### src/design/ptc_pkg.sv
`default_nettype none

package ptc_pkg;

   localparam int RAW_W     = 24;
   localparam int CAL_W     = 16;
   localparam int CSR_IDX_W = 3;
   localparam int OUT_W     = 32;
   localparam int DT_W      = 25;
   localparam int T_W       = 18;
   localparam int T2_W      = 17;
   localparam int OFF_W     = 36;
   localparam int SENS_W    = 35;
   localparam int TF_W      = 19;
   localparam int TEMP_BASE = 2000;

   typedef enum logic [1:0] {
      KIND_FIRST  = 2'd0,
      KIND_SECOND = 2'd1,
      KIND_THIRD  = 2'd2,
      KIND_DEPTH  = 2'd3
   } kind_type;

   typedef enum logic [CSR_IDX_W-1:0] {
      CSR_SENSOR_KIND       = 3'd0,
      CSR_CAL_SENS          = 3'd1,
      CSR_CAL_OFFSET        = 3'd2,
      CSR_CAL_SENS_TEMPCO   = 3'd3,
      CSR_CAL_OFFSET_TEMPCO = 3'd4,
      CSR_CAL_REF_TEMP      = 3'd5,
      CSR_CAL_TEMP_COEF     = 3'd6
   } csr_index_type;

   typedef struct packed {
      kind_type           kind;
      logic [CAL_W-1:0]   sens;
      logic [CAL_W-1:0]   offset;
      logic [CAL_W-1:0]   sens_tempco;
      logic [CAL_W-1:0]   offset_tempco;
      logic [CAL_W-1:0]   ref_temp;
      logic [CAL_W-1:0]   temp_coef;
   } cfg_type;

   typedef struct packed {
      logic signed [T_W-1:0]    t;
      logic [T2_W-1:0]          t2;
      logic signed [OFF_W-1:0]  off;
      logic signed [SENS_W-1:0] sens;
      logic [RAW_W-1:0]         d1;
   } mid_type;

   typedef struct packed {
      logic signed [OUT_W-1:0] pressure_out;
      logic signed [OUT_W-1:0] temperature_out;
      logic                    cold_correction;
   } rsp_type;

   // signed divide by 2^k, rounding toward zero
   function automatic logic signed [63:0] trunc_shr(input logic signed [63:0] x,
                                                    input int unsigned k);
      logic signed [63:0] bias;
      bias = x[63] ? ((64'sd1 <<< k) - 64'sd1) : 64'sd0;
      return (x + bias) >>> k;
   endfunction

endpackage

`default_nettype wire

### src/design/ptc_skid.sv
`default_nettype none

module ptc_skid (
   input  logic               clock,
   input  logic               reset,
   input  logic               in_valid,
   input  ptc_pkg::rsp_type   in_data,
   output logic               in_ready,
   output logic               out_valid,
   output ptc_pkg::rsp_type   out_data,
   input  logic               out_ready
);

   logic             main_valid_ff, skid_valid_ff;
   ptc_pkg::rsp_type main_data_ff, skid_data_ff;
   logic             main_free;

   assign main_free = out_ready || !main_valid_ff;
   assign in_ready  = !skid_valid_ff;

   always_ff @(posedge clock) begin
      if (reset) begin
         main_valid_ff <= 1'b0;
         skid_valid_ff <= 1'b0;
      end else if (main_free) begin
         if (skid_valid_ff) begin
            main_valid_ff <= 1'b1;
            skid_valid_ff <= 1'b0;
         end else begin
            main_valid_ff <= in_valid;
         end
      end else if (in_valid && !skid_valid_ff) begin
         skid_valid_ff <= 1'b1;
      end
   end

   always_ff @(posedge clock) begin
      if (main_free) begin
         main_data_ff <= skid_valid_ff ? skid_data_ff : in_data;
      end else if (in_valid && !skid_valid_ff) begin
         skid_data_ff <= in_data;
      end
   end

   assign out_valid = main_valid_ff;
   assign out_data  = main_data_ff;

   a_skid_behind_main: assert property (@(posedge clock) disable iff (reset)
      skid_valid_ff |-> main_valid_ff)
      else $error("skid beat held without a beat in front");

   a_skid_kept: assert property (@(posedge clock) disable iff (reset)
      (skid_valid_ff && !out_ready) |=> (skid_valid_ff && $stable(skid_data_ff)))
      else $error("skid beat dropped or overwritten while stalled");

endmodule

`default_nettype wire

### config.mk
export PLATFORM = sky130hd
export DESIGN_NAME = ptc_skid
export DESIGN_NICKNAME = d
export VERILOG_FILES = /design/src/design/ptc_pkg.sv /design/src/design/ptc_skid.sv
export SDC_FILE = /design/constraint.sdc
export NUM_CORES = 1
export LEC_CHECK = 0
export BUFFER_PORTS_ARGS = -buffer_cell sky130_fd_sc_hd__buf_2
export CAP_MARGIN = 20
export CORE_UTILIZATION = 51
export CTS_CLUSTER_DIAMETER = 80
export DETAILED_ROUTE_END_ITERATION = 16
export PLACE_DENSITY = 0.78
export SETUP_SLACK_MARGIN = 0.2
export SLEW_MARGIN = 5
export SYNTH_ARGS = -nofsm -noshare
export SYNTH_HDL_FRONTEND = slang
export SYNTH_SLANG_ARGS = --single-unit
### constraint.sdc
create_clock -name clock -period 9.6 [get_ports clock]
set_input_delay 0 -clock clock [delete_from_list [all_inputs] [get_ports clock]]
set_output_delay 0 -clock clock [all_outputs]
set_load 0.05 [all_outputs]
Word level (Yosys, flattened, before mapping)
Cells that the tools add are included.
W data, S select, Z words.
Storage, ports and cells
  bits in registers: 132
  input bits: 69
  output and inout port bits: 67
  word-level logic and storage cells: 17
Cells by class
  multiplexer cells: 2
  bitwise logic cells: 1
  reductions and logical operators: 6
Operators with widths (count)
  $mux W65: 1
  $logic_not A1 Y1: 2
  $reduce_and A2 Y1: 1
  $reduce_or A2 Y1: 1
  $logic_and A1 B1 Y1: 1
  $logic_or A1 B1 Y1: 1
  $mux W1: 1
  $not A1 Y1: 1

Logic depth before layout (Yosys ltp)
  word-level depth: 4
  depth in mapped cells: 5
  gate-level depth less buffers: 2

Worst setup path before layout
Ideal clock, no wire load.
  path kind: register to register
  start point: register main_valid_ff, in the netlist out_valid
  end point: register skid_data_ff[0] (netlist name), enable pin
  setup time: 0.581 ns
  arrival time: 7.167 ns
  data required time: 9.019 ns
  path slack: 1.852 ns
  stages on the path, launching flop included: 3
  buffers on the path: 0
  clock period less this slack: 7.748 ns
  cell sequence: dfxtp_1 > nand2b_1 > nor3b_1
Between the ends
  word-level cells in the longest chain between the ends: 4
RTL lines
  from (decl): line ptc_skid.sv:14  | logic main_valid_ff, skid_valid_ff;
  from (signal assigned): line ptc_skid.sv:30  | main_valid_ff <= in_valid;
  $logic_not A1 Y1: line ptc_skid.sv:18  | assign main_free = out_ready || !main_valid_ff;
  $logic_or A1 B1 Y1: line ptc_skid.sv:18
  named net main_free: line ptc_skid.sv:16  | logic main_free;
  $not A1 Y1 (no source line)
  $reduce_and A2 Y1 (no source line)
  to (signal assigned): line ptc_skid.sv:41  | skid_data_ff <= in_data;
  to (decl): line ptc_skid.sv:15  | ptc_pkg::rsp_type main_data_ff, skid_data_ff;
The timed path passes the listed nets, and every way through them passes these cells.
A chain may end at the register's enable or synchronous reset.

Final worst setup path
  start point: register main_valid_ff, in the netlist out_valid
  end point: register skid_data_ff[5] (netlist name), enable pin
Same word-level chain as after synthesis.

==> impl_metrics.csv <==
group,metric,value,unit
status,status,"finished clean",
pwr,vdd_drop_max,159,µV
global_routing,grt_pass1_wl,13.6,mm
clock_tree,cts_tree,"built",
synth,yosysTopAreaCellShare,80.7,%
synth,synth-seq-area-share,81.6,%
finish,layout-drive-gt1-share,53.2,%
timing,drv_slew,0,
job,maxCapViolations,0,
pwr,p_per_area,216,nW/µm²
synth,syn_avg_cell_area,22.9,µm²
finish,fill_cells,511,
timing,fin_skew,0.00427,ns
setup_path,path_cells,"nand2b_4, nor3b_2, buf_4",
timing,tns,0,ns
floorplanning,fp.dieArea,9880,µm²
place,io_buffers,135,
synth,syn-cell-area,4840,µm²
clock_tree,cts_resized,0,
timing,setup_violations,0,
detailed_routing,ant_nets,0,
detailed_routing,via_count,2694,
finish,nets,496,
finish,area_growth,42.7,%
clock_tree,clock_latency,0.49,ns
timing,worst-slew-pin-transition,0.969,ns
global_routing,grt_pass1_vias,2774,
floorplanning,dieWidth,99.4,µm
timing,fin_hold_ws,0.223,ns
detailed_routing,drt-total-wl,8.63,mm
floorplanning,core.rowCount,35,
detailed_routing,firstDrtPassIters,6,
setup_path,reg2reg_from,"out_valid",
clock_tree,clk_pin_slew,0.06,ns
setup_path,crit_start,"out_valid",
timing,finalHoldViolCount,0,
setup_path,required,9.73,ns
detailed_routing,vias_per_cell,4.89,
synth,synth_ff_type,"edfxtp_1",
detailed_routing,drtIter0Drc,79,
setup_path,cp_top_family,"simple AND/OR/NAND/NOR gates",
setup_path,crit_arrival,2.34,ns
synth,netlist_top_cells_count,"edfxtp_1 (130), mux2_2 (48), mux2_4 (17)",
floorplanning,start_util,52.6,%
synth,synth_area_leaders,"edfxtp_1 (81%), mux2_2 (11%), mux2_4 (5.3%)",
global_routing,antenna_found_initial,0,
min_path,min_path_type,"primary input to flop",
synth,yosys.area.top_type,"edfxtp_1",
floorplanning,io_pins,136,
floorplanning,coreArea,9200,µm²
global_routing,grt_max_degree,69,
clock_tree,numCtsBuffers,17,
detailed_routing,drc,0,
finish,utilization,75.0,%
synth,yosysMostFrequentCell,"edfxtp_1",
timing,fmax,452,MHz
setup_path,critPathMaxStageDelay,0.53,ns
finish,antenna_cells,0,
timing,fin_crit,2.21,ns
synth,synth_cell_types,12,
clock_tree,h-tree-depth,4,
min_path,hp-start,"in_data[57]",
synth,ys_warn_count,0,
synth,synth_edf_count,130,
timing,setup_slack,7.39,ns
pwr,cellLeakagePower,0.00270,µW
setup_path,critPathKind,"flop to flop",
clock_tree,cts_max_path_buffers,2,
timing,fin_crit_sh,23.1,%
global_routing,track_usage,18.7,%
place,dp_slack,7.40,ns
global_routing,gr-total-overflow,0,
synth,ys_ff_latch,132,
place,dpl.hpwl,4.98,mm
timing,rsz0062_at_grt,"no",
place,gp_congestion,0.716,
setup_path,startpoint_type,"flop",
synth,netlist_instances,211,
detailed_routing,wl_per_cell,15.7,µm
timing,slew_headroom,35.4,%
clock_tree,cts-root-buf,"clkbuf_8",
synth,synthArstFlopShare,0,%
floorplanning,die-height,99.4,µm
setup_path,cp_max_fo,68,
setup_path,critPathCaptureType,"flop",
setup_path,critPathBufInv,1,
setup_path,critPathSlowestCell,"buf_4",
synth,syn_nets,280,
clock_tree,numClockSinks,132,
[what timing repair did]
action / CTS / global route
hold buffers: 68 / 0
setup buffers: 0 / 0
endpoints found under the setup margin: 0 / 0
hold endpoints to repair: 132 / 0
[final timing paths]
| kind | end | slack (ns) | cells after the start |
|---|---|---|---|
| setup / recovery | skid_data_ff[5] | 7.39 | 3 |
| hold / removal | skid_data_ff[57] | 0.22 | 2 |
| setup reg to reg | skid_data_ff[5] | 7.39 | 3 |
| hold reg to reg | out_data[64] | 0.55 | 1 |
[per-layer routing]
metal | up-vias | GRT usage (%) | share of wire, %
li1 | 1286 | - | -
met1 | 1309 | 24.0 | 44
met2 | 95 | 30.2 | 50
met3 | 4 | 6.32 | 5.4
met4 | 0 | 6.67 | 0.65
met5 | - | 0 | 0
[through the flow]
stage                     std cells  total power (µW)  cell area (µm²)
after floorplan                 211               793             4840
final                           551              1490             6900
after CTS                       551              1500             6900
after global placement          451               832             5620
after detailed placement        451               835             5620
after global routing            551              1540             6900
[cell usage in the layout (no fill, tap or decap), drive strengths merged, types with 2 or more instances in the layout]
cell type	instances
buf	137
edfxtp	130
dlygate4sd3	68
mux2	65
clkbuf	18
clkinv	6
bufinv	4
inv	3
clkinvlp	2
dfxtp	2
[worst register-to-register path, stage by stage, from the launching register on]
cell and delay, ns:
dfxtp_1 0.37, nand2b_4 0.50, nor3b_2 0.43, buf_4 0.53
[where the power goes]
| group | switching, µW | leakage (µW) | internal, µW | total [µW] |
|---|---|---|---|---|
| Sequential | 10.0 | 0.00128 | 667 | 677 |
| Clock | 224 | 0.000290 | 420 | 644 |
| Combinational | 109 | 0.00113 | 58.7 | 168 |
[state kept, by name, indices dropped and copies added (netlist names)]
name and flops:
out_data 65, out_valid 1, skid_data_ff 65, skid_valid_ff 1
[logic make-up after synthesis]
kind of cell | count (synthesis) | synth area share, %
flip-flops | 132 | 81.6
AO/OA/AOI/OAI | 1 | 0.103
buffers and inverters | 9 | 1.42
AND/OR/NAND/NOR | 4 | 0.466
multiplexers | 65 | 16.5
[final cells by class]
| type | instances | area (µm²) | area share, % |
|---|---|---|---|
| clock buffer | 18 | 418 | 6.06 |
| inverter | 1 | 3.75 | 0.0544 |
| clock inverter | 14 | 184 | 2.67 |
| multi-input combinational | 70 | 836 | 12.1 |
| tap | 111 | 139 | 2.01 |
| sequential | 132 | 3950 | 57.2 |
| timing repair buffer | 205 | 1370 | 19.9 |
No activity file was read; power rests on OpenSTA's default activity.
