**src/design/ptc_pkg.sv**
```systemverilog
`default_nettype none

package ptc_pkg;

   localparam int RAW_W     = 24;
   localparam int CAL_W     = 16;
   localparam int CSR_IDX_W = 3;
   localparam int OUT_W     = 32;
   localparam int DT_W      = 25;
   localparam int T_W       = 18;
   localparam int T2_W      = 17;
   localparam int OFF_W     = 36;
   localparam int SENS_W    = 35;
   localparam int TF_W      = 19;
   localparam int TEMP_BASE = 2000;

   typedef enum logic [1:0] {
      KIND_FIRST  = 2'd0,
      KIND_SECOND = 2'd1,
      KIND_THIRD  = 2'd2,
      KIND_DEPTH  = 2'd3
   } kind_type;

   typedef enum logic [CSR_IDX_W-1:0] {
      CSR_SENSOR_KIND       = 3'd0,
      CSR_CAL_SENS          = 3'd1,
      CSR_CAL_OFFSET        = 3'd2,
      CSR_CAL_SENS_TEMPCO   = 3'd3,
      CSR_CAL_OFFSET_TEMPCO = 3'd4,
      CSR_CAL_REF_TEMP      = 3'd5,
      CSR_CAL_TEMP_COEF     = 3'd6
   } csr_index_type;

   typedef struct packed {
      kind_type           kind;
      logic [CAL_W-1:0]   sens;
      logic [CAL_W-1:0]   offset;
      logic [CAL_W-1:0]   sens_tempco;
      logic [CAL_W-1:0]   offset_tempco;
      logic [CAL_W-1:0]   ref_temp;
      logic [CAL_W-1:0]   temp_coef;
   } cfg_type;

   typedef struct packed {
      logic signed [T_W-1:0]    t;
      logic [T2_W-1:0]          t2;
      logic signed [OFF_W-1:0]  off;
      logic signed [SENS_W-1:0] sens;
      logic [RAW_W-1:0]         d1;
   } mid_type;

   typedef struct packed {
      logic signed [OUT_W-1:0] pressure_out;
      logic signed [OUT_W-1:0] temperature_out;
      logic                    cold_correction;
   } rsp_type;

   // signed divide by 2^k, rounding toward zero
   function automatic logic signed [63:0] trunc_shr(input logic signed [63:0] x,
                                                    input int unsigned k);
      logic signed [63:0] bias;
      bias = x[63] ? ((64'sd1 <<< k) - 64'sd1) : 64'sd0;
      return (x + bias) >>> k;
   endfunction

endpackage

`default_nettype wire

```
**src/design/ptc_back.sv**
```systemverilog
`default_nettype none

module ptc_back (
   input  logic                  clock,
   input  logic                  reset,
   input  logic                  en,
   input  logic                  mid_valid,
   input  ptc_pkg::mid_type      mid,
   input  ptc_pkg::kind_type     kind,
   output logic                  out_valid,
   output ptc_pkg::rsp_type      out_data
);

   localparam int A_W     = 2 * ptc_pkg::T_W - 2;
   localparam int AX_W    = A_W + 6;
   localparam int OFFF_W  = ptc_pkg::OFF_W + 2;
   localparam int SENSF_W = ptc_pkg::SENS_W + 2;
   localparam int SL_W    = 19;
   localparam int PP_W    = ptc_pkg::RAW_W + SL_W;
   localparam int PROD_W  = ptc_pkg::RAW_W + SENSF_W + 1;
   localparam int Q_W     = 41;

   logic v4_ff, v5_ff, v6_ff, v7_ff, v8_ff, v9_ff;

   // stage 4: square of t, first temperature correction
   logic signed [2*ptc_pkg::T_W-1:0]  sq4;
   logic [A_W-1:0]                    a4_in, a4_ff;
   logic                              cold4_in, cold4_ff;
   logic signed [ptc_pkg::TF_W-1:0]   tf4_in, tf4_ff;
   logic signed [ptc_pkg::OFF_W-1:0]  off4_ff;
   logic signed [ptc_pkg::SENS_W-1:0] sens4_ff;
   logic [ptc_pkg::RAW_W-1:0]         d1_4_ff;

   assign sq4      = mid.t * mid.t;
   assign a4_in    = sq4[A_W-1:0];
   assign cold4_in = mid.t[ptc_pkg::T_W-1];
   assign tf4_in   = {mid.t[ptc_pkg::T_W-1], mid.t}
                   - (cold4_in ? {2'b00, mid.t2} : {ptc_pkg::TF_W{1'b0}});

   // stage 5: second-order offset and sensitivity
   logic [AX_W-1:0]                 ax, a3x, a5x, a29x, a61x, off2_w, sens2_w;
   logic [ptc_pkg::OFF_W-1:0]       off2;
   logic [ptc_pkg::SENS_W-1:0]      sens2;
   logic signed [OFFF_W-1:0]        off5_in, off5_ff;
   logic signed [SENSF_W-1:0]       sens5_in, sens5_ff;
   logic signed [ptc_pkg::TF_W-1:0] tf5_ff;
   logic                            cold5_ff;
   logic [ptc_pkg::RAW_W-1:0]       d1_5_ff;

   always_comb begin
      ax   = AX_W'(a4_ff);
      a3x  = (ax << 1) + ax;
      a5x  = (ax << 2) + ax;
      a29x = (ax << 5) - (ax << 1) - ax;
      a61x = (ax << 6) - (ax << 1) - ax;
      unique case (kind)
         ptc_pkg::KIND_FIRST: begin
            off2_w  = a5x >> 1;
            sens2_w = a5x >> 2;
         end
         ptc_pkg::KIND_SECOND: begin
            off2_w  = a61x >> 4;
            sens2_w = ax << 1;
         end
         ptc_pkg::KIND_THIRD: begin
            off2_w  = a61x >> 4;
            sens2_w = a29x >> 4;
         end
         ptc_pkg::KIND_DEPTH: begin
            off2_w  = a3x >> 1;
            sens2_w = a5x >> 3;
         end
      endcase
      off2     = cold4_ff ? off2_w[ptc_pkg::OFF_W-1:0] : '0;
      sens2    = cold4_ff ? sens2_w[ptc_pkg::SENS_W-1:0] : '0;
      off5_in  = {{2{off4_ff[ptc_pkg::OFF_W-1]}}, off4_ff} - {2'b00, off2};
      sens5_in = {{2{sens4_ff[ptc_pkg::SENS_W-1]}}, sens4_ff} - {2'b00, sens2};
   end

   // stage 6: split product D1 * SENS
   logic [PP_W-1:0]                 pl6_in, pl6_ff;
   logic signed [PP_W-1:0]          ph6_in, ph6_ff;
   logic signed [OFFF_W-1:0]        off6_ff;
   logic signed [ptc_pkg::TF_W-1:0] tf6_ff;
   logic                            cold6_ff;

   assign pl6_in = d1_5_ff * sens5_ff[SL_W-1:0];
   assign ph6_in = $signed({1'b0, d1_5_ff}) * $signed(sens5_ff[SENSF_W-1:SL_W]);

   // stage 7: join partial products
   logic signed [PROD_W-1:0]        prod7_in, prod7_ff;
   logic signed [OFFF_W-1:0]        off7_ff;
   logic signed [ptc_pkg::TF_W-1:0] tf7_ff;
   logic                            cold7_ff;

   assign prod7_in = ($signed(PROD_W'(ph6_ff)) <<< SL_W) + $signed({{(PROD_W-PP_W){1'b0}}, pl6_ff});

   // stage 8: remove offset
   logic signed [63:0]              q_full;
   logic signed [Q_W-1:0]           q8_in, q8_ff;
   logic signed [ptc_pkg::TF_W-1:0] tf8_ff;
   logic                            cold8_ff;

   assign q_full = ptc_pkg::trunc_shr(64'(prod7_ff), 21) - 64'(off7_ff);
   assign q8_in  = q_full[Q_W-1:0];

   // stage 9: scale to output units
   logic signed [63:0]  p_full, p10;
   ptc_pkg::rsp_type    out9_in, out9_ff;

   always_comb begin
      if (kind == ptc_pkg::KIND_DEPTH) begin
         p_full = ptc_pkg::trunc_shr(64'(q8_ff), 13);
         p10    = (p_full <<< 3) + (p_full <<< 1);
      end else begin
         p_full = ptc_pkg::trunc_shr(64'(q8_ff), 15);
         p10    = p_full;
      end
      out9_in.pressure_out    = p10[ptc_pkg::OUT_W-1:0];
      out9_in.temperature_out = ptc_pkg::OUT_W'(tf8_ff)
                              + ptc_pkg::OUT_W'(ptc_pkg::TEMP_BASE);
      out9_in.cold_correction = cold8_ff;
   end

   always_ff @(posedge clock) begin
      if (reset) begin
         v4_ff <= 1'b0;
         v5_ff <= 1'b0;
         v6_ff <= 1'b0;
         v7_ff <= 1'b0;
         v8_ff <= 1'b0;
         v9_ff <= 1'b0;
      end else if (en) begin
         v4_ff <= mid_valid;
         v5_ff <= v4_ff;
         v6_ff <= v5_ff;
         v7_ff <= v6_ff;
         v8_ff <= v7_ff;
         v9_ff <= v8_ff;
      end
   end

   always_ff @(posedge clock) begin
      if (en) begin
         a4_ff    <= a4_in;
         cold4_ff <= cold4_in;
         tf4_ff   <= tf4_in;
         off4_ff  <= mid.off;
         sens4_ff <= mid.sens;
         d1_4_ff  <= mid.d1;

         off5_ff  <= off5_in;
         sens5_ff <= sens5_in;
         tf5_ff   <= tf4_ff;
         cold5_ff <= cold4_ff;
         d1_5_ff  <= d1_4_ff;

         pl6_ff   <= pl6_in;
         ph6_ff   <= ph6_in;
         off6_ff  <= off5_ff;
         tf6_ff   <= tf5_ff;
         cold6_ff <= cold5_ff;

         prod7_ff <= prod7_in;
         off7_ff  <= off6_ff;
         tf7_ff   <= tf6_ff;
         cold7_ff <= cold6_ff;

         q8_ff    <= q8_in;
         tf8_ff   <= tf7_ff;
         cold8_ff <= cold7_ff;

         out9_ff  <= out9_in;
      end
   end

   assign out_valid = v9_ff;
   assign out_data  = out9_ff;

   a_cold_follows_sign: assert property (@(posedge clock) disable iff (reset)
      (en && mid_valid && mid.t[ptc_pkg::T_W-1]) |=> cold4_ff)
      else $error("cold flag lost for negative temperature term");

   a_cold_temp_negative: assert property (@(posedge clock) disable iff (reset)
      (v4_ff && cold4_ff) |-> tf4_ff[ptc_pkg::TF_W-1])
      else $error("corrected temperature term not negative");

endmodule

`default_nettype wire

```
**config.mk**
```make
export PLATFORM = sky130hd
export DESIGN_NAME = ptc_back
export DESIGN_NICKNAME = d
export VERILOG_FILES = /design/src/design/ptc_pkg.sv /design/src/design/ptc_back.sv
export SDC_FILE = /design/constraint.sdc
export NUM_CORES = 2
export LEC_CHECK = 0
export BUFFER_PORTS_ARGS = -buffer_cell sky130_fd_sc_hd__buf_2
export CAP_MARGIN = 0
export CORE_ASPECT_RATIO = 1.1
export CORE_MARGIN = 2
export CORE_UTILIZATION = 25
export CTS_BUF_LIST = sky130_fd_sc_hd__clkbuf_16
export DETAILED_ROUTE_END_ITERATION = 10
export HOLD_SLACK_MARGIN = 0.15
export PLACE_DENSITY_LB_ADDON = 0.05
export SLEW_MARGIN = 30
export SYNTH_ARGS = -nofsm -noshare
export SYNTH_HDL_FRONTEND = slang
export SYNTH_SLANG_ARGS = --single-unit
```
**constraint.sdc**
```tcl
create_clock -name clock -period 9.35 [get_ports clock]
set_input_delay 1.87 -clock clock [delete_from_list [all_inputs] [get_ports clock]]
set_output_delay 1.87 -clock clock [all_outputs]
set_load 0.01 [all_outputs]
```
=== Yosys cells after proc, flatten, opt, wreduce, memory -nomap -nowiden ===
Cells that the tools add are included.

* Divide/modulo/power cells: 0
* $lt $le $gt $ge: 0
* Bitwise gates (word level): 0
* Shift-type cells: 0
* Multiply operators: 3
* Reductions and logical operators: 2
* Mux-type cells: 9
* Add/subtract/negate cells: 16
* Eq/ne operators: 3

{| class="wikitable"
|+ Operators by type and width
! kind !! number
|-
| $pmux 35 s4 || 1
|-
| $pmux 36 s3 || 1
|-
| $add 62x22->62 || 1
|-
| $add 62x44->62 || 1
|-
| $mul 24x19->43 || 1
|-
| $mul 25x18->43 || 1
|-
| $add 41x14->42 || 1
|-
| $add 41x16->42 || 1
|-
| $sub 41x38->41 || 1
|-
| $sub 40x34->40 || 1
|-
| $sub 40x35->40 || 1
|-
| $sub 39x34->39 || 1
|-
| $sub 39x35->39 || 1
|-
| $sub 36x37->38 || 1
|-
| $add 36x34->37 || 1
|-
| $sub 35x36->37 || 1
|-
| $add 35x34->36 || 1
|-
| $mux 36 || 1
|-
| $mux 35 || 1
|-
| $mul 18x18->34 || 1
|-
| $add 32x30->32 || 1
|-
| $mux 32 || 1
|-
| $mux 21 || 1
|-
| $add 19x12->20 const B || 1
|-
| other kinds (8) || 9
|}

* Output and inout bits: 66
* Word-level logic and storage cells: 65
* Input port bits: 136
* Bits in latches: 0
* RAM bits: 0
* Memories kept: 0
* Flip-flop bits (word level): 664
* Bits in read-only memories: 0

=== Longest topological paths before layout ===
* Depth after elaboration: 5
* Gate-level depth with buffers: 28
* Depth with buffers taken out: 27

=== Worst setup path after synthesis ===
No wires, ideal clock.

* Path type: input to register
* Start point: input mid[117] (netlist bit)
* End point: register a4_ff[32], data pin
* Path slack: 1.228 ns
* Required time: 9.092 ns
* Setup time: 0.258 ns
* Stages on the path: 26
* Arrival time: 7.865 ns
* Path buffers: 2
* Cell sequence: clkbuf_1 clkbuf_1 nand2_1 fa_1 inv_1 fa_1 inv_1 fa_1 inv_1 fa_1 inv_1 fa_1 fa_1 inv_1 ha_1 a21o_1 a211oi_1 nand2_1 a311oi_1 o41ai_1 a41oi_1 a21oi_1 and2_1 o21a_1 nor2_1 xnor2_1

* Word-level cells in the longest chain between the ends: 1

{| class="wikitable"
|+ RTL lines
! item !! RTL line !! source
|-
| start, declared || ptc_back.sv:8 || <nowiki>input ptc_pkg::mid_type mid,</nowiki>
|-
| $mul 18x18->34 || ptc_back.sv:34 || <nowiki>assign sq4 = mid.t * mid.t;</nowiki>
|-
| net sq4, one bit || ptc_back.sv:26 || <nowiki>logic signed [2*ptc_pkg::T_W-1:0] sq4;</nowiki>
|-
| end signal, assigned || ptc_back.sv:145 || <nowiki>a4_ff <= a4_in;</nowiki>
|-
| end, declared || ptc_back.sv:27 || <nowiki>logic [A_W-1:0] a4_in, a4_ff;</nowiki>
|}

The timed path passes the listed nets, and every way through them passes these cells.
A chain may end at the register's enable or synchronous reset.

=== Worst setup path in the final report ===
* Start point: register d1_5_ff[16] (netlist bit)
* End point: register pl6_ff[41], data pin

* Word-level cells in the longest chain between the ends: 1

{| class="wikitable"
|+ RTL lines
! item !! RTL line !! source
|-
| start, declared || ptc_back.sv:48 || <nowiki>logic [ptc_pkg::RAW_W-1:0] d1_5_ff;</nowiki>
|-
| start signal, assigned || ptc_back.sv:156 || <nowiki>d1_5_ff <= d1_4_ff;</nowiki>
|-
| $mul 24x19->43 || ptc_back.sv:87 || <nowiki>assign pl6_in = d1_5_ff * sens5_ff[SL_W-1:0];</nowiki>
|-
| net pl6_in[41] || ptc_back.sv:81 || <nowiki>logic [PP_W-1:0] pl6_in, pl6_ff;</nowiki>
|-
| end signal, assigned || ptc_back.sv:158 || <nowiki>pl6_ff <= pl6_in;</nowiki>
|-
| end, declared || ptc_back.sv:81 ||
|}

The timed path passes the listed nets, and every way through them passes these cells.

==> reports/qor.txt <==
IO Port Bufs: 201
CP endpoint kind: flip-flop
Cell taking the most area after synthesis: fa_1
HP Start: tf5_ff[2]
CP dominant cell by count: fa_1
R2r setup slk: 1.33 ns
Clock sink count: 651
Post-layout min period: 8.02 ns
Nets@finish: 10254
Ranking of synthesized cells by area: fa_1 27%, edfxtp_1 24%, ha_1 12%, inv_1 6.7%, xnor2_1 3.9%
Largest net degree at the start of global routing: 117
Dpl ws: 0.536 ns
Initial DRC Count: 3010
Max_slew headroom: 32.0%
Clk pin slew, worst setup/hold paths: 0.06 ns
Final wirelength: 266000 um
Synthesis Warnings: 0
Grt ovf: 0
Async S/R FF share, synth: 0%
CTS Buffer Depth: 4
H-Tree Depth: 3
Most frequent cell after synthesis: inv_1
Share of the synthesized area in the top cell type: 26.9%
Hold-fix buffers, CTS: 0
Die Y: 598 um
Critical path origin: d1_5_ff[16]
Post-synth net total: 10055
CP Data Arrival Time: 8.56 ns
Vias in the first global route: 61270
# DRC: 0
Crit-path cells: buf_4, and2_1, fa_1, fa_1, inv_1, fa_1, inv_1, fa_1, fa_1, inv_1, fa_1, inv_1, ha_1, nand3_1, nor2_1, nand2_1, nor3_1, o21ai_1, o311ai_1, a31oi_1, nor2b_1, o21a_1, o211ai_1, xnor2_1
DIE AREA: 325000 um^2
Antenna violation net count after detailed routing: 0
Fin. max-slew vios: 0
Via Count: 56053
CTS tree: built
Routed WL per cell: 21.0 um
Setup TNS: 0 ns
CTS buffer count: 91
CP max FO: 18
Root buf cell: clkbuf_16
Synth cell types: 90
Syn Area/Cell: 9.91 um^2
Crit share post-route: 85.8%
Worst setup SP type: flip-flop
Setup repair bufs after CTS: 0
Tot GR Track Use: 16.3%
Worst Setup Path Type: reg -> reg
Area delta synth->final: 12.3%
# setup viols final: 0
Critical Path Max Stage Delay: 0.85 ns
Origin of the critical flop-to-flop path: d1_5_ff[16]
Resize count post-CTS: 0
Die outline width: 544 um
Initial antenna violation count: 36
Fmax: 0.125 GHz
Share of layout cells above drive strength 1: 7.00%
Post-route setup slack: 1.33 ns
Slowest stage cell, crit path: edfxtp_1
First-pass GRT wire length: 397000 um
# IOs: 202
Clk Latency, worst-skew pair: 0.85 ns
Initial core utilization: 25.1%
RSZ-0062 raised after global routing: no
Mapped Area: 80100 um^2
Pre-antenna DRT Iters: 7
Commonest cells in the synthesized netlist: 1432 x inv_1, 1075 x fa_1, 824 x nand2_1
#FFs+latches synth: 651
Worst Hold Class: reg -> reg
Status: completed
Worst EP required: 9.89 ns
Vias/cell: 4.43
Seq/Total Area, Yosys: 24.3%
Placeable Area: 320000 um^2
Post-Synthesis Cells: 8085
Number of synthesized flops with an enable pin: 645
Worst Tran Pin Value: 1.02 ns
Clk_skew: 0.0863 ns
GPL Wtd Cong: 0.813
Final hold violations: 0
Primary FF master, synth: edfxtp_1
Maxcap violations: 0
Rows: 218
Post-detail-place hpwl: 217000 um
==> layout make-up <==
| cell class | instances | area (um^2) |
|---|---|---|
| fill | 33972 | 230000 |
| multi-input combinational | 5730 | 54200 |
| sequential | 651 | 19500 |
| inverter | 1433 | 5380 |
| tap | 4290 | 5370 |
| timing repair buffer | 377 | 2510 |
| clock buffer | 92 | 2300 |
| clock inverter | 69 | 722 |
| antenna | 9 | 22.5 |
==> logic make-up (layout without fill, tap and decap cells) <==
family                   Yosys count  in the layout  share of synthesized area (%)
flip-flops                       651            651                           24.3
other                              1             10                        0.00468
AO/OA/AOI/OAI                   1254           1254                           10.3
XOR/XNOR                         501            501                           5.48
buffers and inverters           1704           1971                           8.04
adder cells (fa/ha/maj)         1834           1834                           38.7
AND/OR/NAND/NOR                 2128           2128                           13.0
multiplexers                      12             12                          0.156
==> per-stage QoR <==
stage | utilization (%) | cells | instance area [um^2] | hold slack [ns]
6_report | 28.1 | 12651 | 90000 | 0.399
5_1_grt | 28.1 | 12644 | 90000 | 0.397
4_1_cts | 28.1 | 12641 | 90000 | 0.394
3_5_place_dp | 27.2 | 12480 | 86900 | 0.405
3_3_place_gp | 27.1 | 12464 | 86700 | 0.401
2_1_floorplan | - | 8085 | 80100 | 0.400
==> cells in the final DEF, fill, tap and decap left out, drive strengths merged, types with 54 or more instances in the layout <==
cell type  count
o21a          65
buf          377
clkbuf        92
inv         1447
fa          1075
and3          54
nand2        824
a21o         198
nor2         299
nor3          67
ha           759
nand3         98
a21oi        342
xor2         146
nor2b         66
and2         478
edfxtp       645
nand2b        75
o21ai        260
xnor2        355
==> critical path: cells and delay by family (launching register included) <==
family | cells | cell delay [ns]
AO/OA/AOI/OAI | 5 | 1.14
adder cells (fa/ha/maj) | 7 | 3.40
buffers and inverters | 5 | 0.64
AND/OR/NAND/NOR | 6 | 1.16
flip-flops | 1 | 0.85
XOR/XNOR | 1 | 0.52
==> metal layers <==
metal / global-route usage (%) / up-vias / wire (um)
met3: 1.99 / 250 / 8980
met2: 28.3 / 802 / 129000
li1: - / 26691 / -
met4: 3.98 / 24 / 6680
met1: 21.5 / 28286 / 120000
met5: 0 / - / 169
==> sequential cells by signal, indices dropped and copies added (netlist names), 24 cells and up <==
name,cells
d1_5_ff,24
sens4_ff,35
a4_ff,33
q8_ff,41
sens5_ff,37
off5_ff,38
pl6_ff,43
ph6_ff,43
off7_ff,38
out_data,53
prod7_ff,62
off4_ff,36
d1_4_ff,24
off6_ff,38
==> final timing paths <==
| check | cells past startpoint | to |
|---|---|---|
| worst max-delay path | 24 | pl6_ff[41] |
| worst min-delay path | 0 | tf6_ff[2] |
| worst max register to register | 24 | pl6_ff[41] |
| worst min register to register | 0 | tf6_ff[2] |
Power is left out: the tool's default activity adds up to more than one toggle a clock period on the data nets, which glitch-free logic cannot reach.
