File: config.mk
export PLATFORM = sky130hd
export DESIGN_NAME = ptc_csr
export DESIGN_NICKNAME = d
export VERILOG_FILES = /design/src/design/ptc_pkg.sv /design/src/design/ptc_csr.sv
export SDC_FILE = /design/constraint.sdc
export NUM_CORES = 1
export LEC_CHECK = 0
export ABC_AREA = 1
export BUFFER_PORTS_ARGS = -buffer_cell sky130_fd_sc_hd__clkbuf_2
export CAP_MARGIN = 10
export CORE_MARGIN = 4
export CORE_UTILIZATION = 55
export CTS_CLUSTER_DIAMETER = 40
export CTS_CLUSTER_SIZE = 25
export DETAILED_ROUTE_END_ITERATION = 16
export GPL_TIMING_DRIVEN = 1
export PLACE_DENSITY = 0.89
export SETUP_SLACK_MARGIN = 0.4
export SLEW_MARGIN = 20
export SYNTH_ARGS = -nofsm -noshare
export SYNTH_HDL_FRONTEND = slang
export SYNTH_SLANG_ARGS = --single-unit
File: constraint.sdc
create_clock -name clock -period 2 [get_ports clock]
set_input_delay 0.2 -clock clock [delete_from_list [all_inputs] [get_ports clock]]
set_output_delay 0.2 -clock clock [all_outputs]
set_load 0.05 [all_outputs]
File: src/design/ptc_pkg.sv
`default_nettype none

package ptc_pkg;

   localparam int RAW_W     = 24;
   localparam int CAL_W     = 16;
   localparam int CSR_IDX_W = 3;
   localparam int OUT_W     = 32;
   localparam int DT_W      = 25;
   localparam int T_W       = 18;
   localparam int T2_W      = 17;
   localparam int OFF_W     = 36;
   localparam int SENS_W    = 35;
   localparam int TF_W      = 19;
   localparam int TEMP_BASE = 2000;

   typedef enum logic [1:0] {
      KIND_FIRST  = 2'd0,
      KIND_SECOND = 2'd1,
      KIND_THIRD  = 2'd2,
      KIND_DEPTH  = 2'd3
   } kind_type;

   typedef enum logic [CSR_IDX_W-1:0] {
      CSR_SENSOR_KIND       = 3'd0,
      CSR_CAL_SENS          = 3'd1,
      CSR_CAL_OFFSET        = 3'd2,
      CSR_CAL_SENS_TEMPCO   = 3'd3,
      CSR_CAL_OFFSET_TEMPCO = 3'd4,
      CSR_CAL_REF_TEMP      = 3'd5,
      CSR_CAL_TEMP_COEF     = 3'd6
   } csr_index_type;

   typedef struct packed {
      kind_type           kind;
      logic [CAL_W-1:0]   sens;
      logic [CAL_W-1:0]   offset;
      logic [CAL_W-1:0]   sens_tempco;
      logic [CAL_W-1:0]   offset_tempco;
      logic [CAL_W-1:0]   ref_temp;
      logic [CAL_W-1:0]   temp_coef;
   } cfg_type;

   typedef struct packed {
      logic signed [T_W-1:0]    t;
      logic [T2_W-1:0]          t2;
      logic signed [OFF_W-1:0]  off;
      logic signed [SENS_W-1:0] sens;
      logic [RAW_W-1:0]         d1;
   } mid_type;

   typedef struct packed {
      logic signed [OUT_W-1:0] pressure_out;
      logic signed [OUT_W-1:0] temperature_out;
      logic                    cold_correction;
   } rsp_type;

   // signed divide by 2^k, rounding toward zero
   function automatic logic signed [63:0] trunc_shr(input logic signed [63:0] x,
                                                    input int unsigned k);
      logic signed [63:0] bias;
      bias = x[63] ? ((64'sd1 <<< k) - 64'sd1) : 64'sd0;
      return (x + bias) >>> k;
   endfunction

endpackage

`default_nettype wire

File: src/design/ptc_csr.sv
`default_nettype none

module ptc_csr (
   input  logic                            clock,
   input  logic                            reset,
   input  logic                            csr_write_en,
   input  logic [ptc_pkg::CSR_IDX_W-1:0]   csr_index,
   input  logic [ptc_pkg::CAL_W-1:0]       csr_wdata,
   output ptc_pkg::cfg_type                cfg
);

   ptc_pkg::cfg_type cfg_ff;

   always_ff @(posedge clock) begin
      if (reset) begin
         cfg_ff.kind          <= ptc_pkg::KIND_DEPTH;
         cfg_ff.sens          <= '0;
         cfg_ff.offset        <= '0;
         cfg_ff.sens_tempco   <= '0;
         cfg_ff.offset_tempco <= '0;
         cfg_ff.ref_temp      <= '0;
         cfg_ff.temp_coef     <= '0;
      end else if (csr_write_en) begin
         unique case (ptc_pkg::csr_index_type'(csr_index))
            ptc_pkg::CSR_SENSOR_KIND:       cfg_ff.kind <= ptc_pkg::kind_type'(csr_wdata[1:0]);
            ptc_pkg::CSR_CAL_SENS:          cfg_ff.sens <= csr_wdata;
            ptc_pkg::CSR_CAL_OFFSET:        cfg_ff.offset <= csr_wdata;
            ptc_pkg::CSR_CAL_SENS_TEMPCO:   cfg_ff.sens_tempco <= csr_wdata;
            ptc_pkg::CSR_CAL_OFFSET_TEMPCO: cfg_ff.offset_tempco <= csr_wdata;
            ptc_pkg::CSR_CAL_REF_TEMP:      cfg_ff.ref_temp <= csr_wdata;
            ptc_pkg::CSR_CAL_TEMP_COEF:     cfg_ff.temp_coef <= csr_wdata;
            default: begin
            end
         endcase
      end
   end

   assign cfg = cfg_ff;

endmodule

`default_nettype wire

; ---- Yosys cells after proc, flatten, opt, wreduce, memory -nomap -nowiden
; Cells that the tools add are included.
[totals]
register_bits = 98
latchBits = 0
ram_bits = 0
rom_bits = 0
in_bits = 22
output_inout_bits = 98
wordCells = 21
memories = 0
[op_classes]
addsub = 0
mul = 0
n_div = 0
order_cmp = 0
n_eq_ne = 6
shift = 0
muxes = 0
n_bitwise = 0
n_reduce_logical = 8
[ops]
columns = operator, count
row1 = 2-bit AND reduction, 7
row2 = 3-bit == test (second input constant), 3
row3 = 3-bit by 2-bit == test with 1-bit output (second input constant), 2
row4 = 3-bit by 1-bit == test with 1-bit output (second input constant), 1
row5 = 3-bit logical NOT, 1

; ---- Longest topological paths before layout
; Gate-level depths: netlist of run 1.
[logic_depth]
depth_word = 2
depth_mapped = 7
ltp_nobuf = 5

; ---- Worst setup path before layout of run 1
; No wires, ideal clock.
[synth_timing]
kind = input to register
from = input port csr_index[0] (netlist name)
to = register cfg_ff, in the netlist cfg[96]
setup_time_ns = 0.133
arrival_time_ns = 0.864
t_required_ns = 1.867
setup_slack_ns = 1.002
cell_stages = 5
n_path_buf = 1
path_cell_list = nor2_2 buf_2 nand2_1 nand2_1 nand3_1
[synth_between]
elab_chain_len = 2
[synth_rtl]
columns = item, line_no
row1 = from (decl), ptc_csr.sv:7  ; input logic [ptc_pkg::CSR_IDX_W-1:0] csr_index,
row2 = 3-bit logical NOT, ptc_csr.sv:24  ; unique case (ptc_pkg::csr_index_type'(csr_index))
row3 = 2-bit AND reduction (no line), n/a
row4 = to (decl), ptc_csr.sv:12  ; ptc_pkg::cfg_type cfg_ff;
; Every way passes these cells.
; A chain may end at the register's enable or synchronous reset.

; ---- Final worst setup path of run 1
[layout_timing]
from = register cfg_ff, in the netlist cfg[43]
to = output port cfg[43] (netlist name)
[layout_lines]
columns = item, line_no
row1 = to (decl), ptc_csr.sv:9  ; output ptc_pkg::cfg_type cfg
; No word-level cell between the ends.

==> impl_summary.md, run 1 <==
Synth
The synthesized design contains 98 register bits. The net count of the mapped netlist is 584. The top cell type by area accounts for 50.29% of the synthesized area. Averaged over all synthesized cells, the footprint is 6.942 um2. Yosys attributes the largest share of cell area to dfxtp_1 (50%), nor2_1 (19%), nand3_1 (13%). Yosys printed 0 warnings. In this run, distinct cell masters in the synthesized netlist total 13. The number of instances in the synthesized netlist is 562. Of all cell types, the one taking the most synthesized area is dfxtp_1. The mapped netlist covers 3901 um2. Sequential cells were found to cover 50.29% of the synthesized design area.

Timing
The count of pins over their slew limit is 0. The post-route minimum period is 1.239 ns. The period utilization is 61.96%. The worst setup slack after layout is 0.7608 ns. The measured slew at the worst slew-check pin is 0.6746 ns. Adding up every negative setup slack in the final design gives 0 ns. The worst clock skew is 0 ns.

The number of endpoints with negative hold slack in the final report is 0. For this run, the top clock speed supported by timing is 807.0 MHz. Setup repair after global routing left no endpoint under its margin.

The setup violation total in the final timing report is 0. Measured against its own limit, the worst slew margin works out to 54.97%.

CTS
In this run the post-CTS setup repair buffer count came out at 0. Clock tree synthesis selected as its root buffer the cell clkbuf_8. The number of hold buffers added after CTS was 0. TritonCTS built the clock tree.

The number of gates resized after CTS was 0. The clock latency on the worst-skew pair is 0.36 ns. Clock-pin slew was measured on the worst setup and hold paths at 0.09 ns.

The clock drives 98 sinks. The number of CTS-inserted buffers is 9. The buffer levels on the longest clock path is 2.

In this run the number of H-tree levels came out at 3.

Floorplan
The die is 92.22 um wide. The die outline area is 8505 um2. The number of rows created at floorplan is 30. The die is 92.22 um tall. The effective utilization at floorplan is 57.11%. The total core area is 6832 um2.

In this run the count of I/O pins placed on the die edge is 120.

Place
The congestion estimate from routability-driven global placement came to 0.8442. The number of port buffers is 119. The post-detailed-placement cell area is 4534 um2. The half-perimeter wire length after detailed placement is 7562 um. Prior to clock tree synthesis, the placed netlist has a worst setup slack of 0.5911 ns.

GRT
After global routing the overflow that remains totals 0. Entering global routing, the biggest net connects 99 pins. The via count of the first global-routing pass is 3,484. The number of antenna violations at the first check in global routing is 0. The first global-routing pass estimated 17,070 um of wire.

The combined global-route utilization of all metal layers is 25.70%.

Layout
The final design area excluding fillers is 4727 um2. The area growth from synthesis to layout is 21.17%. The final layout contains 689 nets. Of the cells placed in the final design, the portion with a size suffix greater than 1 is 23.25%. Summing all multi-input logic gate instances after layout gives 1690 um2.

Leaving out fill and tap cells, the most frequent cell in the layout is nor2_1. The register with the most flip-flops in the layout has 98 of them. The top cell types in the final layout, fill and taps aside, are nor2_1 (192), clkbuf_2 (119), nand2_1 (104). The sequential standard cell area is 1962 um2. The number of fillers in the final layout is 594. The repair_antennas step left the layout with diodes totalling 0.

Route
In the final routed layout, each cell accounts on average for 14.26 um. The total number of vias is 3,943. Wires add up to 10,940 um. For this run, the detailed router's first-pass iteration total came to 7. The count of nets left with antenna violations once routing finished came out at 0.

The detail-routed via count per cell is 5.141. For this run, design rule violations remaining after detail routing come to 0. The detailed router's first-iteration violation count is 393.

Pwr
VDD sags by at most 0.0004299 V. The power density over the cells is 845.8 nW/um2. In this run the static leakage power is 2.298 nW.

Worst setup path
The master of the slowest instance on the critical path is dfxtp_1. Along the worst path, the maximum fanout reaches 2. STA classifies the critical path startpoint as a flop.

At the worst endpoint, the required time is 1.80 ns. The critical path endpoint category is an output port. Walking the worst path, the cells encountered are clkbuf_2. Together, buffers and inverters on the worst path number 1. At the worst endpoint, the arrival time is 1.04 ns. The critical path in this run is classified as flop to output port.

In this design, the stage delay of the slowest critical-path cell is 0.38 ns. Grouping stages by cell kind, the critical path spends the most delay in flip-flops.

Status
The flow ran to the end, and the final reports show no timing, DRC or antenna violations.

Hold path
The worst hold path belongs to the class primary input to flop.

Flow run
The max-cap check violation count is 0.
## cells in the mapped netlist
master    number
buf_1          8
buf_2         19
buf_4          5
clkbuf_1       2
dfxtp_1       98
inv_1         21
inv_2          2
nand2_1      104
nand2_2        1
nand3_1      100
nor2_1       195
nor2_2         5
nor2_4         2
## layer usage
metal | track usage (%) | wire length, um | vias up
met3 | 5.250 | 1018 | 27
met4 | 10.77 | 298 | 0
met1 | 32.85 | 4306 | 1757
li1 | - | - | 1951
met5 | 0 | 0 | -
met2 | 42.21 | 5313 | 208
## area by class of cell
| class | count | area share (%) |
|---|---|---|
| Sequential cell | 98 | 41.50 |
| Multi-Input combinational cell | 407 | 35.76 |
| Timing Repair Buffer | 128 | 14.29 |
| Clock buffer | 10 | 2.912 |
| Tap cell | 96 | 2.541 |
| Inverter | 23 | 1.826 |
| Clock inverter | 5 | 1.165 |
## final timing paths
path | start | endpoint | slack [ns] | cells after the start
worst min register to register | cfg[97]$_SDFFE_PP1P_ | cfg[97]$_SDFFE_PP1P_ | 0.47 | 2
worst max-delay path | cfg[43]$_SDFFE_PP0P_ | cfg[43] | 0.76 | 1
worst max register to register | cfg[1]$_SDFFE_PP0P_ | cfg[1]$_SDFFE_PP0P_ | 1.35 | 2
worst min-delay path | csr_wdata[1] | cfg[97]$_SDFFE_PP1P_ | 0.1 | 3
## logic make-up after synthesis
| logic type | count (synthesis) | synth area share (%) |
|---|---|---|
| simple gates | 407 | 43.14 |
| buf+inv | 57 | 6.575 |
| flops | 98 | 50.29 |
## through the flow
step / power, mW / hold WS, ns / instances / util, %
floorplan: 2.594 / 0.3544 / 562 / -
global placement: 2.749 / 0.4463 / 752 / 66.37
detailed placement: 2.765 / 0.4488 / 752 / 66.37
CTS: 3.994 / 0.09465 / 767 / 69.19
global route: 4.130 / 0.1373 / 767 / 69.19
finish: 3.998 / 0.09590 / 767 / 69.19
## power by group
| group | internal, mW | total [mW] | switching, mW |
|---|---|---|---|
| clock | 0.601 | 1.27 | 0.671 |
| sequential | 2.02 | 2.06 | 0.0395 |
| combinational | 0.155 | 0.668 | 0.514 |
Note: power is estimated with default switching activity, not from simulation.
==> run 2, diff against run 1 <==
--- a/config.mk
+++ b/config.mk
@@ -9,12 +9,12 @@
 export BUFFER_PORTS_ARGS = -buffer_cell sky130_fd_sc_hd__clkbuf_2
 export CAP_MARGIN = 10
 export CORE_MARGIN = 4
-export CORE_UTILIZATION = 55
+export CORE_UTILIZATION = 46
 export CTS_CLUSTER_DIAMETER = 40
 export CTS_CLUSTER_SIZE = 25
 export DETAILED_ROUTE_END_ITERATION = 16
 export GPL_TIMING_DRIVEN = 1
-export PLACE_DENSITY = 0.89
+export PLACE_DENSITY = 0.8
 export SETUP_SLACK_MARGIN = 0.4
 export SLEW_MARGIN = 20
 export SYNTH_ARGS = -nofsm -noshare
==> constraint.sdc (replaced) <==
create_clock -name clock -period 1.1 [get_ports clock]
set_input_delay 0.11 -clock clock [delete_from_list [all_inputs] [get_ports clock]]
set_output_delay 0.11 -clock clock [all_outputs]
set_load 0.05 [all_outputs]
==> run 2 against run 1 <==
Compared with the run above:
- critical path depth unchanged
- design area grew 50%
- cell count is 4.3% higher
- worst setup slack worse by 0.71 ns
- largest cell class is now non-clock buffers
- critical endpoint is now cfg[11]
- utilization increased by 17 points
- routed wire length grew 41%
==> impl_summary.md, run 2 (same netlist as run 1, synthesis figures left out) <==
Pwr
The power density over the cells is 1118 nW/um2 (was 845.8 nW/um2). The proportion of total power due to net switching is 33.07% (was 30.61%). The power share of the combinational group is 23.8% (was 16.7%).

The total power of the final layout is 7.899 mW (was 3.998 mW). The switching power of the nets was 2.613 mW (was 1.224 mW). The largest voltage drop on the vdd net is 0.0007624 V (was 0.0004299 V). The part of the total power dissipated in sequential elements is 48.3% (was 51.5%).

The standby leakage power came to 3.012 nW (was 2.298 nW). The share of total power in the clock network is 27.8% (was 31.8%). The internal power consumption is 5.287 mW (was 2.774 mW).

Layout
Leading cell types in the layout, fill and taps excluded: nor2_1 (185), nand2_1 (98), dfxtp_2 (93) (was nor2_1 (192), clkbuf_2 (119), nand2_1 (104)). The number of fillers in the final layout was 392 (was 594). The utilization of the core after routing was 86.02% (was 69.19%).

The net total in the final layout is 712 (was 689). The fraction of final layout cells with drive strength greater than 1 came to 47.34% (was 23.25%). The count of antenna diodes in the layout came to 0 (unchanged). The flip-flop count of the largest register after layout was 98 (unchanged).

The final non-filler cell total is 800 (was 767). The multi-input gate area in the final layout is 1986 um2 (was 1690 um2). The sequential standard cell area is 2097 um2 (was 1962 um2). The most frequent standard cell in the layout excluding fill and tap cells is nor2_1 (unchanged).

The layout overhead on the synthesized area is 81.17% (was 21.17%).

Flow run
The max-cap check violation count is 0 (unchanged).

CTS
The CTS tree is yes (unchanged). The buffer levels on the longest clock path is 2 (unchanged). The number of clock sinks seen by CTS came to 98 (unchanged).

The number of CTS-inserted buffers was 9 (unchanged). The cell at the root of the clock tree is clkbuf_8 (unchanged). The H-tree depth reported by CTS came to 3 (unchanged). The clock latency on the worst-skew pair was 0.38 ns (was 0.36 ns). The clock-pin slew of the registers on the worst-case setup and hold paths is 0.10 ns (was 0.09 ns).

Worst setup path
The worst path buffer plus inverter count is 1 (unchanged). The arrival time at the worst endpoint is 0.93 ns (was 1.04 ns). The startpoint of the worst register-to-register path is cfg[36]$_SDFFE_PP0P_ (was cfg[1]$_SDFFE_PP0P_).

The largest stage delay on the critical path is 0.38 ns (about the same). Cell chain of the critical path: clkbuf_16 (was clkbuf_2). The type of element launching the critical path is a flop (unchanged). The type of the setup path with the least slack is flop to output port (unchanged). The data required time of the critical path is 0.99 ns (was 1.80 ns). The master of the slowest instance on the critical path was dfxtp_2 (was dfxtp_1). The slack of the worst reg-to-reg path is 0.36 ns (was 1.35 ns). The cell count of the worst reg-to-reg path is 2 (unchanged). The largest fanout of any net on the critical path came to 2 (unchanged). The destination of the worst register-to-register timing path is cfg[36]$_SDFFE_PP0P_ (was cfg[1]$_SDFFE_PP0P_). The critical path endpoint category is an output port (unchanged). The cell type group with the largest total delay on the critical path is flip-flops (unchanged).

Hold path
The destination of the worst hold path was cfg[96]$_SDFFE_PP1P_ (was cfg[97]$_SDFFE_PP1P_). The path class of the lowest-slack min-delay path is primary input to flop (unchanged). The worst hold path cell count is 3 (unchanged). The start point of the worst min-delay path is csr_wdata[0] (was csr_wdata[1]).

GRT
The maximum number of pins on one net before global-route repair came to 58 (was 99). The wire length of the first global-routing pass is 22,430 um (was 17,070 um). The number of antenna violations at the first check in global routing is 0 (unchanged).

The combined global-route utilization of all metal layers came to 28.49% (was 25.70%). The via count of the first global-routing pass is 4,277 (was 3,484). The residual overflow from global routing was 0 (unchanged).

Timing
The number of endpoints with negative hold slack in the final report is 0 (unchanged). The summed negative setup slack over all endpoints is 0 ns (unchanged). The count of pins over their slew limit is 0 (unchanged). The worst slew margin relative to its limit is 68.97% (was 54.97%). The worst clock skew is 0 ns (unchanged). RSZ-0062 raised after global routing: true (was false).

The worst hold margin came to 0.03364 ns (was 0.09590 ns). For the finished layout, the period the worst path requires is 1.044 ns. The period utilization is 94.94%. The setup violation total in the final timing report was 0 (unchanged).

The measured slew at the worst slew-check pin is 0.4649 ns (was 0.6746 ns). The fmax is 957.6 MHz.

Route
The mean routed wirelength per cell is 19.33 um (was 14.26 um). The final antenna-violating net count is 0 (unchanged). The detailed-route wire length on metal 1 was 5725 um (was 4306 um).

The sum of routed wire length over all layers came to 15,470 um (was 10,940 um). The detailed router's first-iteration violation count is 280 (was 393). The detail-routed via count per cell is 5.479 (was 5.141).

The DRC violation count after routing is 0 (unchanged). The wire length on met3 is 1278 um (was 1018 um). The met2 wire length is 7850 um (was 5313 um). The highest layer used for signal routing was met4 (unchanged). The number of detailed-route iterations in the first pass is 5 (was 7). The total number of vias came to 4,383 (was 3,943).

Floorplan
The die outline height is 100.1 um (was 92.22 um). The total core area is 8217 um2 (was 6832 um2). The die outline area is 10,020 um2 (was 8505 um2). The effective utilization at floorplan came to 47.48% (was 57.11%).

The width of the die was 100.1 um (was 92.22 um). The number of top-level pins is 120 (unchanged). The number of rows created at floorplan is 33 (was 30).

Status
Status: finished clean (unchanged).

Place
The number of port buffers is 119 (unchanged). The half-perimeter wire length after detailed placement came to 8007 um (was 7562 um). The final weighted congestion in routability-driven placement is 0.8592 (was 0.8442).

The total placed cells including tap cells was 770 (was 752).
## run 2: cell count changes in the layout (fill, tap and decap cells not counted), sizes merged
cell	delta
clkinv	+1
inv	+1
bufinv	-1
buf	+77
clkbuf	-54
## run 2: what timing repair did
action / 4_1_cts / 5_1_grt
buffers inserted: 4 / 6
pin swaps: 3 / 9
gates resized for setup: 243 / 80
hold buffers: 0 / 0
cloned: 0 / 4
endpoints found under the setup margin: 131 / 172
## run 2: area by class of cell
type	count	area share, %
clock inverters	6	0.6019
multi-input cells	407	28.09
repair buffers	151	36.32
clock buffers	10	1.806
inverters	23	1.646
flip-flops and latches	98	29.67
well taps	105	1.859
## run 2: power groups by stage
| stage | Sequential [mW] | Combinational (mW) | Clock (mW) |
|---|---|---|---|
| final | 3.82 | 1.88 | 2.20 |
| after global placement | 3.84 | 1.37 | 0 |
| after CTS | 3.80 | 1.71 | 2.14 |
| after detailed placement | 3.85 | 1.40 | 0 |
| after floorplan | 4.27 | 0.594 | 0 |
| after global routing | 3.83 | 1.97 | 2.31 |
## run 2: stage by stage
step | worst slack [ns] | area, um2
finish | 0.05568 | 7068
global route | 0.04103 | 7068
CTS | 0.06733 | 6779
detailed placement | -0.06380 | 5201
global placement | -0.01056 | 5201
floorplan | 0.2512 | 4443
## run 2: routing by layer
layer	vias up	global-route usage, %
met5	-	0
li1	2004	-
met3	62	7.227
met1	2055	34.57
met2	262	48.54
met4	0	11.09
## run 2: worst max path at each step
stage,from,endpoint,slack (ns),depth (start not counted)
2_1_floorplan,csr_index[1],cfg[96]$_SDFFE_PP1P_,0.25,5
3_3_place_gp,csr_write_en,cfg[66]$_SDFFE_PP0P_,-0.01,6
3_5_place_dp,csr_write_en,cfg[68]$_SDFFE_PP0P_,-0.06,6
4_1_cts,cfg[34]$_SDFFE_PP0P_,cfg[34],0.07,1
5_1_grt,cfg[11]$_SDFFE_PP0P_,cfg[11],0.04,1
6_report,cfg[11]$_SDFFE_PP0P_,cfg[11],0.06,1
==> run 3, diff against run 2 <==
--- a/config.mk
+++ b/config.mk
@@ -9,12 +9,12 @@
 export BUFFER_PORTS_ARGS = -buffer_cell sky130_fd_sc_hd__clkbuf_2
 export CAP_MARGIN = 10
 export CORE_MARGIN = 4
-export CORE_UTILIZATION = 46
+export CORE_UTILIZATION = 40
 export CTS_CLUSTER_DIAMETER = 40
 export CTS_CLUSTER_SIZE = 25
 export DETAILED_ROUTE_END_ITERATION = 16
 export GPL_TIMING_DRIVEN = 1
-export PLACE_DENSITY = 0.8
+export PLACE_DENSITY = 0.71
 export SETUP_SLACK_MARGIN = 0.4
 export SLEW_MARGIN = 20
 export SYNTH_ARGS = -nofsm -noshare
==> run 3 against run 2 <==
Compared with the run above:
- total power up 4.8%
- largest power group unchanged
- combinational power about the same
- design area up 2.8%
- die area up 14%
- critical endpoint is now cfg[80]
- worst hold slack worse by 0.013 ns
- worst setup slack better by 0.025 ns
==> impl_summary.md, run 3 (same netlist as run 1, synthesis figures left out) <==
Route
The total number of vias came to 4,234 (was 4,383). The sum of routed wire length over all layers is 14,550 um (was 15,470 um). The detail-routed via count per cell came to 5.095 (was 5.479).

The DRC violation count after routing is 0 (unchanged). The final antenna-violating net count was 0 (unchanged). The mean routed wirelength per cell is 17.51 um (was 19.33 um).

The number of detailed-route iterations in the first pass came to 5 (unchanged). The detailed router's first-iteration violation count is 211 (was 280).

GRT
The maximum number of pins on one net before global-route repair is 58 (unchanged). The via count of the first global-routing pass came to 4,129 (was 4,277). The combined global-route utilization of all metal layers was 24.45% (was 28.49%).

The met1 global-route usage is 28.75% (was 34.57%). The residual overflow from global routing is 0 (unchanged). The routing layer with the top usage in global route is met2 (unchanged). The fraction of met2 tracks used by global routing was 42.81% (was 48.54%). The number of antenna violations at the first check in global routing is 0 (unchanged). The met3 usage in global routing is 5.418% (was 7.227%).

The wire length of the first global-routing pass is 21,740 um (was 22,430 um).

CTS
The CTS tree is yes (unchanged). The number of clock sinks seen by CTS is 98 (unchanged). The clock latency on the worst-skew pair came to 0.36 ns (was 0.38 ns). The buffer levels on the longest clock path was 2 (unchanged).

The number of CTS-inserted buffers is 9 (unchanged). The H-tree depth reported by CTS is 3 (unchanged). The cell at the root of the clock tree is clkbuf_8 (unchanged). The clock-pin slew of the registers on the worst-case setup and hold paths was 0.10 ns (about the same).

Place
The minimum setup slack after placement was -0.03482 ns (was -0.06380 ns). The half-perimeter wire length after detailed placement is 8207 um (was 8007 um). The post-detailed-placement cell area is 5251 um2 (was 5201 um2).

The final weighted congestion in routability-driven placement came to 0.7948 (was 0.8592). The number of port buffers is 119 (unchanged).

Layout
The final design area excluding fillers is 7263 um2 (was 7068 um2). Leading cell types in the layout, fill and taps excluded: nor2_1 (180), nand2_1 (98), dfxtp_2 (92) (was nor2_1 (185), nand2_1 (98), dfxtp_2 (93)). The number of fillers in the final layout is 613 (was 392). The flip-flop count of the largest register after layout is 98 (unchanged). The most frequent standard cell in the layout excluding fill and tap cells is nor2_1 (unchanged). The sequential standard cell area is 2100 um2 (was 2097 um2). The fraction of final layout cells with drive strength greater than 1 is 48.58% (was 47.34%).

The count of antenna diodes in the layout is 0 (unchanged). The net total in the final layout was 719 (was 712). The multi-input gate area in the final layout is 2018 um2 (was 1986 um2). The layout overhead on the synthesized area is 86.18% (was 81.17%).

Pwr
The power share of the combinational group is 22.8% (was 23.8%). The largest voltage drop on the vdd net is 0.0007766 V (was 0.0007624 V). The power density over the cells came to 1140 nW/um2 (was 1118 nW/um2). The standby leakage power is 3.099 nW (was 3.012 nW). The part of the total power dissipated in sequential elements was 46.1% (was 48.3%). The switching power of the nets came to 2.516 mW (was 2.613 mW). The internal power consumption is 5.761 mW (was 5.287 mW). The total power of the final layout is 8.277 mW (was 7.899 mW). The proportion of total power due to net switching came to 30.39% (was 33.07%). The share of total power in the clock network came to 31.2% (was 27.8%).

Timing
The setup violation total in the final timing report is 0 (unchanged). RSZ-0062 raised after global routing: true (unchanged). The post-route minimum period is 1.019 ns (was 1.044 ns). The worst setup slack after layout was 0.08102 ns (was 0.05568 ns).

The worst hold margin is 0.02048 ns (was 0.03364 ns). The measured slew at the worst slew-check pin was 0.4650 ns (was 0.4649 ns). The period utilization was 92.63% (was 94.94%). The number of endpoints with negative hold slack in the final report is 0 (unchanged).

The count of pins over their slew limit was 0 (unchanged). The fmax was 981.4 MHz (was 957.6 MHz). The summed negative setup slack over all endpoints is 0 ns (unchanged). The worst clock skew came to 0 ns (unchanged). The worst slew margin relative to its limit is 68.97% (about the same).

Worst setup path
The slack of the worst reg-to-reg path is 0.36 ns (about the same). The critical path endpoint category was an output port (unchanged). The largest fanout of any net on the critical path is 2 (unchanged). The largest stage delay on the critical path is 0.38 ns (about the same).

The worst path buffer plus inverter count came to 1 (unchanged). The master of the slowest instance on the critical path is dfxtp_2 (unchanged). The data required time of the critical path came to 0.99 ns (about the same). The arrival time at the worst endpoint came to 0.91 ns (was 0.93 ns). The type of the setup path with the least slack is flop to output port (unchanged). Cell chain of the critical path: clkbuf_16 (unchanged). The cell type group with the largest total delay on the critical path is flip-flops (unchanged). The type of element launching the critical path is a flop (unchanged).

Floorplan
The die outline height came to 106.8 um (was 100.1 um). The effective utilization at floorplan is 41.63% (was 47.48%). The die outline area is 11,400 um2 (was 10,020 um2). The number of rows created at floorplan came to 35 (was 33). The number of top-level pins is 120 (unchanged). The total core area is 9371 um2 (was 8217 um2). The width of the die is 106.8 um (was 100.1 um).

Flow run
The max-cap check violation count is 0 (unchanged).

Hold path
The path class of the lowest-slack min-delay path is primary input to flop (unchanged).

Status
Status: finished clean (unchanged).
## run 3: cell count changes in the layout (fill, tap and decap cells not counted), sizes merged
| cell | change |
|---|---|
| buf | +5 |
| clkbuf | +2 |
| clkinv | -2 |
| bufinv | +2 |
## run 3: repair_timing
| action | 4_1_cts | 5_1_grt |
|---|---|---|
| pin swaps | 3 | 18 |
| setup endpoints to repair | 134 | 173 |
| buffers inserted | 6 | 9 |
| hold buffers | 0 | 0 |
| gates cloned | 0 | 5 |
| resized for setup | 249 | 88 |
## run 3: cell type report
cell class	instances	share of cell area, %
Multi-Input combinational cell	407	27.79
Inverter	23	1.602
Timing Repair Buffer	158	36.50
Clock inverter	6	1.223
Tap cell	129	2.222
Sequential cell	98	28.91
Clock buffer	10	1.757
## run 3: path summary, 6_finish.rpt
kind                        start              endpoint  cells past startpoint
max          cfg[80]$_SDFFE_PP0P_               cfg[80]                      1
min                  csr_wdata[1]  cfg[97]$_SDFFE_PP1P_                      3
max reg2reg  cfg[60]$_SDFFE_PP0P_  cfg[60]$_SDFFE_PP0P_                      3
min reg2reg   cfg[5]$_SDFFE_PP0P_   cfg[5]$_SDFFE_PP0P_                      2
## run 3: power by group through the flow
stage          Sequential [mW]  Clock [mW]  Combinational (mW)
2_1_floorplan             4.27           0               0.594
3_3_place_gp              3.84           0                1.38
3_5_place_dp              3.85           0                1.40
4_1_cts                   3.80        2.58                1.73
5_1_grt                   3.83        2.72                1.99
6_report                  3.81        2.58                1.88
## run 3: metrics by stage
step / instances / utilization (%)
6_report: 831 / 77.50
5_1_grt: 831 / 77.50
4_1_cts: 817 / 73.95
3_5_place_dp: 795 / 56.03
3_3_place_gp: 795 / 56.03
2_1_floorplan: 562 / -
## run 3: layer usage
layer / up-vias / share of wire, %
met5: - / 0
met4: 0 / 2.8
met3: 34 / 7.8
met2: 212 / 51
met1: 1971 / 38
li1: 2017 / -
